--- src/hdl/lrupr_pkg.sv ---
package lrupr_pkg;

	localparam int MAX_FRAMES = 8;
	localparam int PAGE_BITS  = 16;
	localparam int IDX_W      = (MAX_FRAMES > 1) ? $clog2(MAX_FRAMES) : 1;
	localparam int RANK_W     = IDX_W;
	localparam int CNT_W      = $clog2(MAX_FRAMES + 1);
	localparam int CFG_W      = 4;
	localparam int FAULT_W    = 32;

	// Search state rippled from one cell to the next.
	typedef struct packed {
		logic                 found;
		logic [IDX_W-1:0]     hit_idx;
		logic [RANK_W-1:0]    hit_rank;
		logic                 empty;
		logic [IDX_W-1:0]     empty_idx;
		logic                 any;
		logic [RANK_W-1:0]    best_rank;
		logic [IDX_W-1:0]     best_idx;
		logic [PAGE_BITS-1:0] best_page;
	} chain_t;

	// Update command broadcast to every cell once the search is resolved.
	typedef struct packed {
		logic                 en;
		logic                 hit;
		logic [IDX_W-1:0]     slot;
		logic [RANK_W-1:0]    hit_rank;
		logic [PAGE_BITS-1:0] page;
	} upd_t;

endpackage

--- src/hdl/lrupr_cell.sv ---
module lrupr_cell (
	input  logic                            clk,
	input  logic                            arst_n,
	input  logic [lrupr_pkg::IDX_W-1:0]     idx,
	input  logic [lrupr_pkg::CNT_W-1:0]     n_active,
	input  logic [lrupr_pkg::PAGE_BITS-1:0] cur_page,
	input  lrupr_pkg::chain_t               chain_i,
	output lrupr_pkg::chain_t               chain_o,
	input  lrupr_pkg::upd_t                 upd
);

	logic [lrupr_pkg::PAGE_BITS-1:0] page_q;
	logic                            valid_q;
	logic [lrupr_pkg::RANK_W-1:0]    rank_q;

	logic active;
	logic match;
	logic take_empty;
	logic take_best;
	logic is_slot;
	logic age_ok;

	assign active     = lrupr_pkg::CNT_W'(idx) < n_active;
	assign match      = active && valid_q && (page_q == cur_page);
	assign take_empty = active && !valid_q && !chain_i.empty;
	assign take_best  = active && (!chain_i.any || (rank_q > chain_i.best_rank));

	always_comb begin
		chain_o = chain_i;
		if (match && !chain_i.found) begin
			chain_o.found    = 1'b1;
			chain_o.hit_idx  = idx;
			chain_o.hit_rank = rank_q;
		end
		if (take_empty) begin
			chain_o.empty     = 1'b1;
			chain_o.empty_idx = idx;
		end
		if (take_best) begin
			chain_o.best_rank = rank_q;
			chain_o.best_idx  = idx;
			chain_o.best_page = page_q;
		end
		chain_o.any = chain_i.any | active;
	end

	assign is_slot = (upd.slot == idx);
	assign age_ok  = rank_q < lrupr_pkg::RANK_W'(lrupr_pkg::MAX_FRAMES - 1);

	always_ff @(posedge clk or negedge arst_n) begin
		if (!arst_n) begin
			valid_q <= 1'b0;
			rank_q  <= '0;
		end else if (upd.en) begin
			if (is_slot) begin
				valid_q <= 1'b1;
				rank_q  <= '0;
			end else if (active && valid_q && age_ok) begin
				// On a hit only frames younger than the hit frame grow older.
				if (!upd.hit || (rank_q < upd.hit_rank)) begin
					rank_q <= rank_q + 1'b1;
				end
			end
		end
	end

	always_ff @(posedge clk) begin
		if (upd.en && !upd.hit && is_slot) begin
			page_q <= upd.page;
		end
	end

endmodule

--- src/hdl/lru_page_replacement_top.sv ---
// LRU page replacement over eight fully associative page frames. Each request on the
// s_ side carries one page number; each one yields exactly one result on the m_ side
// that reports hit or fault, the frame now holding the page, the evicted page if a
// resident one was replaced, and the saturating fault count. The frames sit in a row
// of identical cells, each holding one page, its valid bit and its recency rank (0 is
// most recent). For each request the page is first captured, then the lookup ripples
// through the cell row and the recency update is applied; no new request is taken
// while a lookup is pending. The lookup writes the single result register, so a
// result that is still waiting holds off the next request until it is taken. The
// frames_in_use register (reset value 8; 0 acts as 1, above 8 acts as 8) limits
// replacement to the lowest frames and must only be written while idle.
module lru_page_replacement_top (
	input  logic        clk,
	input  logic        arst_n,
	// Configuration: frames_in_use.
	input  logic        cfg_wen,
	input  logic [3:0]  cfg_wdata,
	// Request stream. s_tdata: page_number[15:0].
	input  logic        s_tvalid,
	output logic        s_tready,
	input  logic [15:0] s_tdata,
	// Result stream. m_tdata: hit[0], frame_index[3:1], evicted_valid[4],
	// evicted_page[20:5], fault_count[52:21], zero padding[55:53].
	output logic        m_tvalid,
	input  logic        m_tready,
	output logic [55:0] m_tdata
);

	localparam int NF = lrupr_pkg::MAX_FRAMES;

	logic [lrupr_pkg::CFG_W-1:0]     frames_in_use_q;
	logic [lrupr_pkg::CNT_W-1:0]     n_active;
	logic                            busy_q;
	logic [lrupr_pkg::PAGE_BITS-1:0] page_s1;
	logic [lrupr_pkg::FAULT_W-1:0]   fault_q;

	lrupr_pkg::chain_t chain [0:NF];
	lrupr_pkg::upd_t   upd;

	logic                            in_acc;
	logic                            ev_valid;
	logic [lrupr_pkg::IDX_W-1:0]     slot;
	logic [lrupr_pkg::FAULT_W-1:0]   fault_nxt;

	// Configuration register, taken at any write enable.
	always_ff @(posedge clk or negedge arst_n) begin
		if (!arst_n) begin
			frames_in_use_q <= lrupr_pkg::CFG_W'(8);
		end else if (cfg_wen) begin
			frames_in_use_q <= cfg_wdata;
		end
	end

	// Clamp the register to the range 1 .. MAX_FRAMES.
	always_comb begin
		if (frames_in_use_q == '0) begin
			n_active = lrupr_pkg::CNT_W'(1);
		end else if (32'(frames_in_use_q) > NF) begin
			n_active = lrupr_pkg::CNT_W'(NF);
		end else begin
			n_active = lrupr_pkg::CNT_W'(frames_in_use_q);
		end
	end

	// A request is taken when no lookup is pending and the result register will be
	// free by the time the lookup finishes.
	assign s_tready = !busy_q && (!m_tvalid || m_tready);
	assign in_acc   = s_tvalid && s_tready;

	always_ff @(posedge clk or negedge arst_n) begin
		if (!arst_n) begin
			busy_q <= 1'b0;
		end else begin
			busy_q <= in_acc;
		end
	end

	always_ff @(posedge clk) begin
		if (in_acc) begin
			page_s1 <= s_tdata;
		end
	end

	// The search enters the row at frame 0 with nothing found yet.
	assign chain[0] = '0;

	for (genvar g = 0; g < NF; g++) begin : g_cell
		lrupr_cell u_cell (
			.clk      (clk),
			.arst_n   (arst_n),
			.idx      (lrupr_pkg::IDX_W'(g)),
			.n_active (n_active),
			.cur_page (page_s1),
			.chain_i  (chain[g]),
			.chain_o  (chain[g+1]),
			.upd      (upd)
		);
	end

	// Resolve the frame: the hit frame, else the first empty frame, else the oldest.
	always_comb begin
		if (chain[NF].found) begin
			slot = chain[NF].hit_idx;
		end else if (chain[NF].empty) begin
			slot = chain[NF].empty_idx;
		end else begin
			slot = chain[NF].best_idx;
		end
	end

	assign ev_valid = !chain[NF].found && !chain[NF].empty;

	always_comb begin
		upd.en       = busy_q;
		upd.hit      = chain[NF].found;
		upd.slot     = slot;
		upd.hit_rank = chain[NF].hit_rank;
		upd.page     = page_s1;
	end

	// The fault count saturates at its all-ones value.
	assign fault_nxt = (!chain[NF].found && (fault_q != '1)) ? fault_q + 1'b1 : fault_q;

	always_ff @(posedge clk or negedge arst_n) begin
		if (!arst_n) begin
			fault_q <= '0;
		end else if (busy_q) begin
			fault_q <= fault_nxt;
		end
	end

	// Result register. It is always free when the lookup finishes.
	always_ff @(posedge clk or negedge arst_n) begin
		if (!arst_n) begin
			m_tvalid <= 1'b0;
		end else if (busy_q) begin
			m_tvalid <= 1'b1;
		end else if (m_tready) begin
			m_tvalid <= 1'b0;
		end
	end

	always_ff @(posedge clk) begin
		if (busy_q) begin
			m_tdata <= {3'b000, fault_nxt, (ev_valid ? chain[NF].best_page : 16'd0),
				ev_valid, slot, chain[NF].found};
		end
	end

	a_busy_after_accept: assert property (@(posedge clk) disable iff (!arst_n)
		in_acc |=> busy_q && !s_tready)
		else $error("lookup not started after a request was taken");

	a_result_after_lookup: assert property (@(posedge clk) disable iff (!arst_n)
		busy_q |=> m_tvalid)
		else $error("no result after a lookup");

	a_fault_counts: assert property (@(posedge clk) disable iff (!arst_n)
		busy_q && !chain[NF].found && (fault_q != '1) |=> fault_q == $past(fault_q) + 1'b1)
		else $error("fault not counted");

	a_hit_no_evict: assert property (@(posedge clk) disable iff (!arst_n)
		m_tvalid |-> !(m_tdata[0] && m_tdata[4]))
		else $error("eviction reported on a hit");

endmodule
--- config.mk ---
export PLATFORM = sky130hd
export DESIGN_NAME = lru_page_replacement_top
export DESIGN_NICKNAME = d
export VERILOG_FILES = /design/src/hdl/lrupr_pkg.sv /design/src/hdl/lrupr_cell.sv /design/src/hdl/lru_page_replacement_top.sv
export SDC_FILE = /design/constraint.sdc
export NUM_CORES = 1
export LEC_CHECK = 0
export BUFFER_PORTS_ARGS = -buffer_cell sky130_fd_sc_hd__buf_2
export CAP_MARGIN = 10
export CORE_MARGIN = 2
export CORE_UTILIZATION = 56
export CTS_CLUSTER_SIZE = 30
export DETAILED_ROUTE_END_ITERATION = 12
export GPL_ROUTABILITY_DRIVEN = 1
export PLACE_DENSITY = 0.78
export RECOVER_POWER = 50
export SLEW_MARGIN = 15
export SYNTH_ARGS = -nofsm -noshare
export SYNTH_HDL_FRONTEND = slang
export SYNTH_SLANG_ARGS = --single-unit
--- constraint.sdc ---
create_clock -name clk -period 11.97 [get_ports clk]
set_clock_uncertainty 0.05 [all_clocks]
set_input_delay 1.7955 -clock clk [delete_from_list [all_inputs] [get_ports clk]]
set_output_delay 1.7955 -clock clk [all_outputs]
set_load 0.02 [all_outputs]
Word-level counts from Yosys, hierarchy flattened --
Index checks and enable logic that the tools add are counted.
Word-level totals: register bits 267, latch bits 0, memory bits (writable) 0, memory bits (read-only) 0, word-level logic and storage cells 299, memories 0
Cells by class: $add $sub $neg 9, $mul 0, divide/modulo/power cells 0, magnitude comparators 32, equality and inequality tests 16, shift-type cells 0, multiplexer cells 55, bitwise gates (word level) 6, reduce and logical (&&, ||, !) cells 150
Operators by type and width (number):
- $mux 22 | 7
- $eq 16x16->1 | 8
- $mux 3 | 26
- $logic_and 1x1->1 | 66
- $mux 7 | 8
- $mux 4 | 10
- $reduce_bool 2->1 | 17
- $logic_not 1->1 | 33
- $add 32x1->32 const B | 1
- $mux 32 | 1
- $ne 32x32->1 const B | 1
- $add 3x1->3 const B | 8
- $lt 3x3->1 | 8
- $lt 3x3->1 const B | 8
- $reduce_and 3->1 | 8
- $gt 3x3->1 | 7
- $mux 19 | 1
- $logic_or 1x1->1 | 16
- $lt 3x4->1 const A | 4
- $reduce_and 2->1 | 8
- $eq 3x3->1 const B | 4
- $lt 1x4->1 const A | 2
- $lt 2x4->1 const A | 2
- $eq 3x2->1 const B | 2
- other kinds (6) | 12

Logic depth before layout (Yosys ltp) --
depth after elaboration 38, depth in mapped cells 56, mapped depth without buffers 50

Modules after synthesis --
A second synthesis with hierarchy kept.
Unflattened totals: cells, all modules 1400, area, all modules 17164.0 um^2
By module, submodules not included:
- lrupr_cell | times used 8, cells an instance 129, area an instance 1551.5 um^2, seq. area each 580.6 um^2
- lru_page_replacement_top | times used 1, cells an instance 368, area an instance 4752.1 um^2, seq. area each 3024.2 um^2

Least setup slack after synthesis --
No wires, ideal clock.
path type reg2reg, from register g_cell[0].u_cell.rank_q[2] (netlist bit), to register g_cell[6].u_cell.page_q[0] (netlist bit) (enable), arrival 12048 ps, required time 11490 ps, setup slack -558 ps, cell stages (with the launch flop) 53, path buffers 6, cell sequence dfrtp_1 > clkbuf_1 > inv_1 > ha_1 > a21oi_1 > o21ai_2 > nand2_1 > clkbuf_1 > nand2_1 > o21ai_0 > ha_1 > or2_2 > a311oi_1 > a31oi_1 > mux2_2 > ha_1 > nor2_1 > nor2_1 > [... 17 more ...] > ha_1 > nor2b_1 > o21a_1 > o21ai_1 > clkbuf_1 > o21ai_0 > ha_1 > nand3_1 > nand2_1 > a21oi_1 > nand2b_1 > nor2_1 > nor2_1 > o21ai_0 > o31a_1 > nand2b_1 > buf_2 > nor4_1
Between the ends: longest elaborated chain between the ends 33
RTL lines:
- start, declared | RTL line lrupr_cell.sv:14 | logic [lrupr_pkg::RANK_W-1:0] rank_q;
- start signal, assigned | RTL line lrupr_cell.sv:61 | rank_q <= rank_q + 1'b1;
- $mux 22 (*) | RTL line lrupr_cell.sv:39 | if (take_best) begin
- $gt 3x3->1 | RTL line lrupr_cell.sv:26 | assign take_best = active && (!chain_i.any || (rank_q > chain_i.best_rank));
- $logic_or 1x1->1 | RTL line lrupr_cell.sv:26
- $logic_and 1x1->1 | RTL line lrupr_cell.sv:26
- $mux 22 (*) | RTL line lrupr_cell.sv:39
- $gt 3x3->1 | RTL line lrupr_cell.sv:26
- $logic_or 1x1->1 | RTL line lrupr_cell.sv:26
- $logic_and 1x1->1 | RTL line lrupr_cell.sv:26
- [... 17 more ...]
- $gt 3x3->1 | RTL line lrupr_cell.sv:26
- $logic_or 1x1->1 | RTL line lrupr_cell.sv:26
- $logic_and 1x1->1 | RTL line lrupr_cell.sv:26
- $mux 19 (*) | RTL line lrupr_cell.sv:39
- $mux 3 (*) | RTL line lru_page_replacement_top.sv:104 | end else if (chain[NF].empty) begin
- $mux 3 (*) | RTL line lru_page_replacement_top.sv:102 | if (chain[NF].found) begin
- $eq 3x3->1 (*) | RTL line lrupr_cell.sv:47 | assign is_slot = (upd.slot == idx);
- $logic_and 1x1->1 (*) | RTL line lrupr_cell.sv:68 | if (upd.en && !upd.hit && is_slot) begin
- end signal, assigned | RTL line lrupr_cell.sv:69 | page_q <= upd.page;
- end, declared | RTL line lrupr_cell.sv:12 | logic [lrupr_pkg::PAGE_BITS-1:0] page_q;
Mark *: on every way between the ends. The rest lies on a longest branch, timed or not. A chain may end at the register's enable or synchronous reset.

Worst setup path in the final report --
from register g_cell[1].u_cell.rank_q[1] (netlist bit), to register g_cell[0].u_cell.page_q[15] (netlist bit) (enable)
Between the ends: longest elaborated chain between the ends 32
RTL lines (RTL line):
- start, declared | lrupr_cell.sv:14
- start signal, assigned | lrupr_cell.sv:61
- $gt 3x3->1 | lrupr_cell.sv:26
- $logic_or 1x1->1 | lrupr_cell.sv:26
- $logic_and 1x1->1 | lrupr_cell.sv:26
- $mux 22 (*) | lrupr_cell.sv:39
- $gt 3x3->1 | lrupr_cell.sv:26
- $logic_or 1x1->1 | lrupr_cell.sv:26
- $logic_and 1x1->1 | lrupr_cell.sv:26
- $mux 22 (*) | lrupr_cell.sv:39
- [... 16 more ...]
- $gt 3x3->1 | lrupr_cell.sv:26
- $logic_or 1x1->1 | lrupr_cell.sv:26
- $logic_and 1x1->1 | lrupr_cell.sv:26
- $mux 19 (*) | lrupr_cell.sv:39
- $mux 3 (*) | lru_page_replacement_top.sv:104
- $mux 3 (*) | lru_page_replacement_top.sv:102
- $logic_not 3->1 (*) | lrupr_cell.sv:47
- $logic_and 1x1->1 (*) | lrupr_cell.sv:68
- end signal, assigned | lrupr_cell.sv:69
- end, declared | lrupr_cell.sv:12
Marked as above.

==> reports/qor.csv <==
stage,metric,value,unit
status,status,"finished, violations left",
status,violations,"max-capacitance violations, max-slew violations",
floorplan,fp-row-count,59,
logic_synthesis,syn_inst,1366,
logic_synthesis,synth.cell_area,14800,um2
route,drt_iter0_markers,1550,
floorplan,core_area,26000,um2
global_routing,grt_pass1_wl,63700,um
route,dr.pass1.iters,5,
sta,final.min_clock_period,11.35,ns
global_routing,grt_use_total,0.290,
cells_and_area,final_cell_mix,"edfxtp_1 (197), nand2_1 (142), nor2_1 (107), xor2_1 (100), xnor2_1 (97)",
pwr,power_frac_comb,0.541,
cells_and_area,stdcell_count,1809,
logic_synthesis,async_flop_share,0.262,
sta,fin_ws,0.625,ns
critical_path,r2r_slack,0.62,ns
sta,rsz0062_at_grt,no,
sta,finalSetupTns,0,ns
logic_synthesis,synth_flop_cell,edfxtp_1,
route,ant_nets,0,
cts,cts_buffers,29,
sta,hold_slack,0.459,ns
pwr,power.leakage,6.24,nW
critical_path,worstSetupPathType,flip-flop to flip-flop,
critical_path,cp_data_arrival_time,11.57,ns
sta,worstMarginPinSlew,3.96,ns
floorplan,initial_utilization,0.569,
cts,cts.reportedPaths.clkPinSlew,0.06,ns
floorplan,pin_count,83,
pwr,intPower,2.96,mW
cells_and_area,fin_nets,1514,
placement,portBuffers,79,
cells_and_area,multi_input_area,6790,um2
route,drc,0,
cells_and_area,layout_commonest_cell,edfxtp_1,
pwr,clkPwrFrac,0.172,
pwr,ir_drop,0.246,mV
floorplan,die_h,166,um
critical_path,required,12.20,ns
route,vias,11500,
cts,cts-root-buf,clkbuf_16,
critical_path,crit_fanout,18,
critical_path,slowest_delay,0.50,ns
cts,ctsLongestPathBuffers,3,
critical_path,start_kind,flip-flop,
cts,clk_latency,0.58,ns
critical_path,worstSetupEndpointType,flip-flop,
cts,ctsHtreeMaxLevel,1,
placement,gp_congestion,0.945,
logic_synthesis,ys_seq_area_frac,0.519,
cts,clock-sinks,267,
sta,maxSlewHeadroom,-1.64,
cells_and_area,regArea,7680,um2
global_routing,first_global_vias,11300,
sta,period_share,0.948,
placement,dp_cells,1743,
logic_synthesis,ys_warn_count,0,
sta,max_freq,88.1,MHz
pwr,seqPwrFrac,0.287,
sta,slew_violations,71,
route,via_per_inst,6.37,
critical_path,cp_slowest_cell,dfrtp_1,
pwr,p_per_area,332,nW/um2
logic_synthesis,ys_top_cells_by_area,"edfxtp_1 (40%), dfrtp_1 (12%), xor2_1 (5.9%)",
logic_synthesis,synth_top_area_share,0.400,
global_routing,grt_max_degree,86,
job,cap_violations,1,
worst_hold_path,hold_class,flip-flop to flip-flop,
cells_and_area,diodes,0,
cells_and_area,drive_gt1_frac,0.145,
cells_and_area,nFillCells,2035,
placement,pre_cts_ws,0.130,ns
sta,finalSetupViolCount,0,
floorplan,die_w,166,um
pwr,switchingPower,2.58,mW
sta,finalHoldViolCount,0,
cts,cts_tree,built,
logic_synthesis,avgSynthCellArea,10.8,um2
global_routing,antenna_found_initial,0,
global_routing,overflow,0,
cells_and_area,fin_area,16700,um2
route,routed_wl,40200,um
cells_and_area,syn2layout_area_growth,13.0,%
pwr,sw_frac_of_total,0.466,
logic_synthesis,synth-seq-cells,267,
logic_synthesis,synth_edf_count,197,
logic_synthesis,yosys.area.top_type,edfxtp_1,
floorplan,dieArea,27700,um2
route,wl_per_cell,22.2,um
placement,place_area,15600,um2
placement,dp_hpwl,28200,um
logic_synthesis,synth.distinct_cells,89,
worst max-delay path, delay by kind of cell (launching register included):
kind,cells,cell delay [ns]
buf+inv,6,1.11
compound gates,16,3.10
fa+ha+maj,7,2.06
mux,4,1.28
flops,1,0.50
simple gates,19,2.92
state kept, by name, summed over array words and instances (netlist names):
signal,count
m_tdata,53
fault_q,32
page_s1,16
g_cell.u_cell.page_q,128
frames_in_use_q,4
g_cell.u_cell.rank_q,24
busy_q,1
m_tvalid,1
g_cell.u_cell.valid_q,8
synth_stat cells, types with 31 or more instances:
cell / number
nor2_1: 108
nand2_1: 143
clkbuf_1: 32
xnor2_1: 97
edfxtp_1: 197
xor2_1: 100
a21oi_1: 41
nand3_1: 60
ha_1: 38
inv_1: 33
o21ai_0: 49
nand4_1: 31
dfrtp_1: 69
nor4_1: 41
kinds of logic after synthesis:
kind of cell               share of synthesized area
other                                       0.000254
buffers and inverters                         0.0308
DFF                                            0.519
and+or+nand+nor                                0.173
adders and majority gates                     0.0322
AOI/OAI and AO/OA                              0.115
muxes                                         0.0135
xor gates and xnor gates                       0.117
power by group through the flow:
stage / Clock, mW / Sequential (mW) / Combinational, mW
after floorplan: 0 / 1.57 / 1.92
after global routing: 1.01 / 1.62 / 3.24
after global placement: 0 / 1.59 / 2.74
after CTS: 0.966 / 1.58 / 2.80
after detailed placement: 0 / 1.60 / 2.78
final: 0.956 / 1.59 / 3.00
what timing repair did:
action,in CTS,in global routing
buffers inserted,0,11
setup endpoints to repair,0,162
hold buffers,0,0
gates resized for setup,0,20
worst paths after layout:
kind                            depth (start not counted)                                    end                              startpoint
worst max-delay path                                   52  g_cell[0].u_cell.page_q[15]$_DFFE_PP_  g_cell[1].u_cell.rank_q[1]$_DFFE_PN0P_
worst min-delay path                                    1                fault_q[22]$_DFFE_PN0P_                 fault_q[22]$_DFFE_PN0P_
worst max register to register                         52  g_cell[0].u_cell.page_q[15]$_DFFE_PP_  g_cell[1].u_cell.rank_q[1]$_DFFE_PN0P_
worst min register to register                          1                fault_q[22]$_DFFE_PN0P_                 fault_q[22]$_DFFE_PN0P_
max in group asynchronous                               1                       busy_q$_DFF_PN0_                                  arst_n
min in group asynchronous                               1   g_cell[1].u_cell.valid_q$_DFFE_PN0P_                                  arst_n
per-stage QoR:
stage | util | power (mW)
finish | 0.643 | 5.54
floorplan | - | 3.49
CTS | 0.638 | 5.35
detailed placement | 0.599 | 4.38
global placement | 0.599 | 4.32
global route | 0.643 | 5.86
final cells by class:
cell class                      instances  area share
Clock inverter                         18      0.0146
Clock buffer                           36      0.0469
Multi-Input combinational cell        999       0.406
Tap cell                              335      0.0251
Inverter                               37     0.00846
Sequential cell                       267       0.459
Timing Repair Buffer                  117      0.0393
routing by layer:
metal	GRT usage	vias up	part of all wire
li1	-	5222	-
met1	0.400	5568	0.41
met2	0.476	613	0.47
met3	0.0399	119	0.081
met4	0.0978	0	0.036
met5	0	-	0
Note: power is estimated with default switching activity, not from simulation.
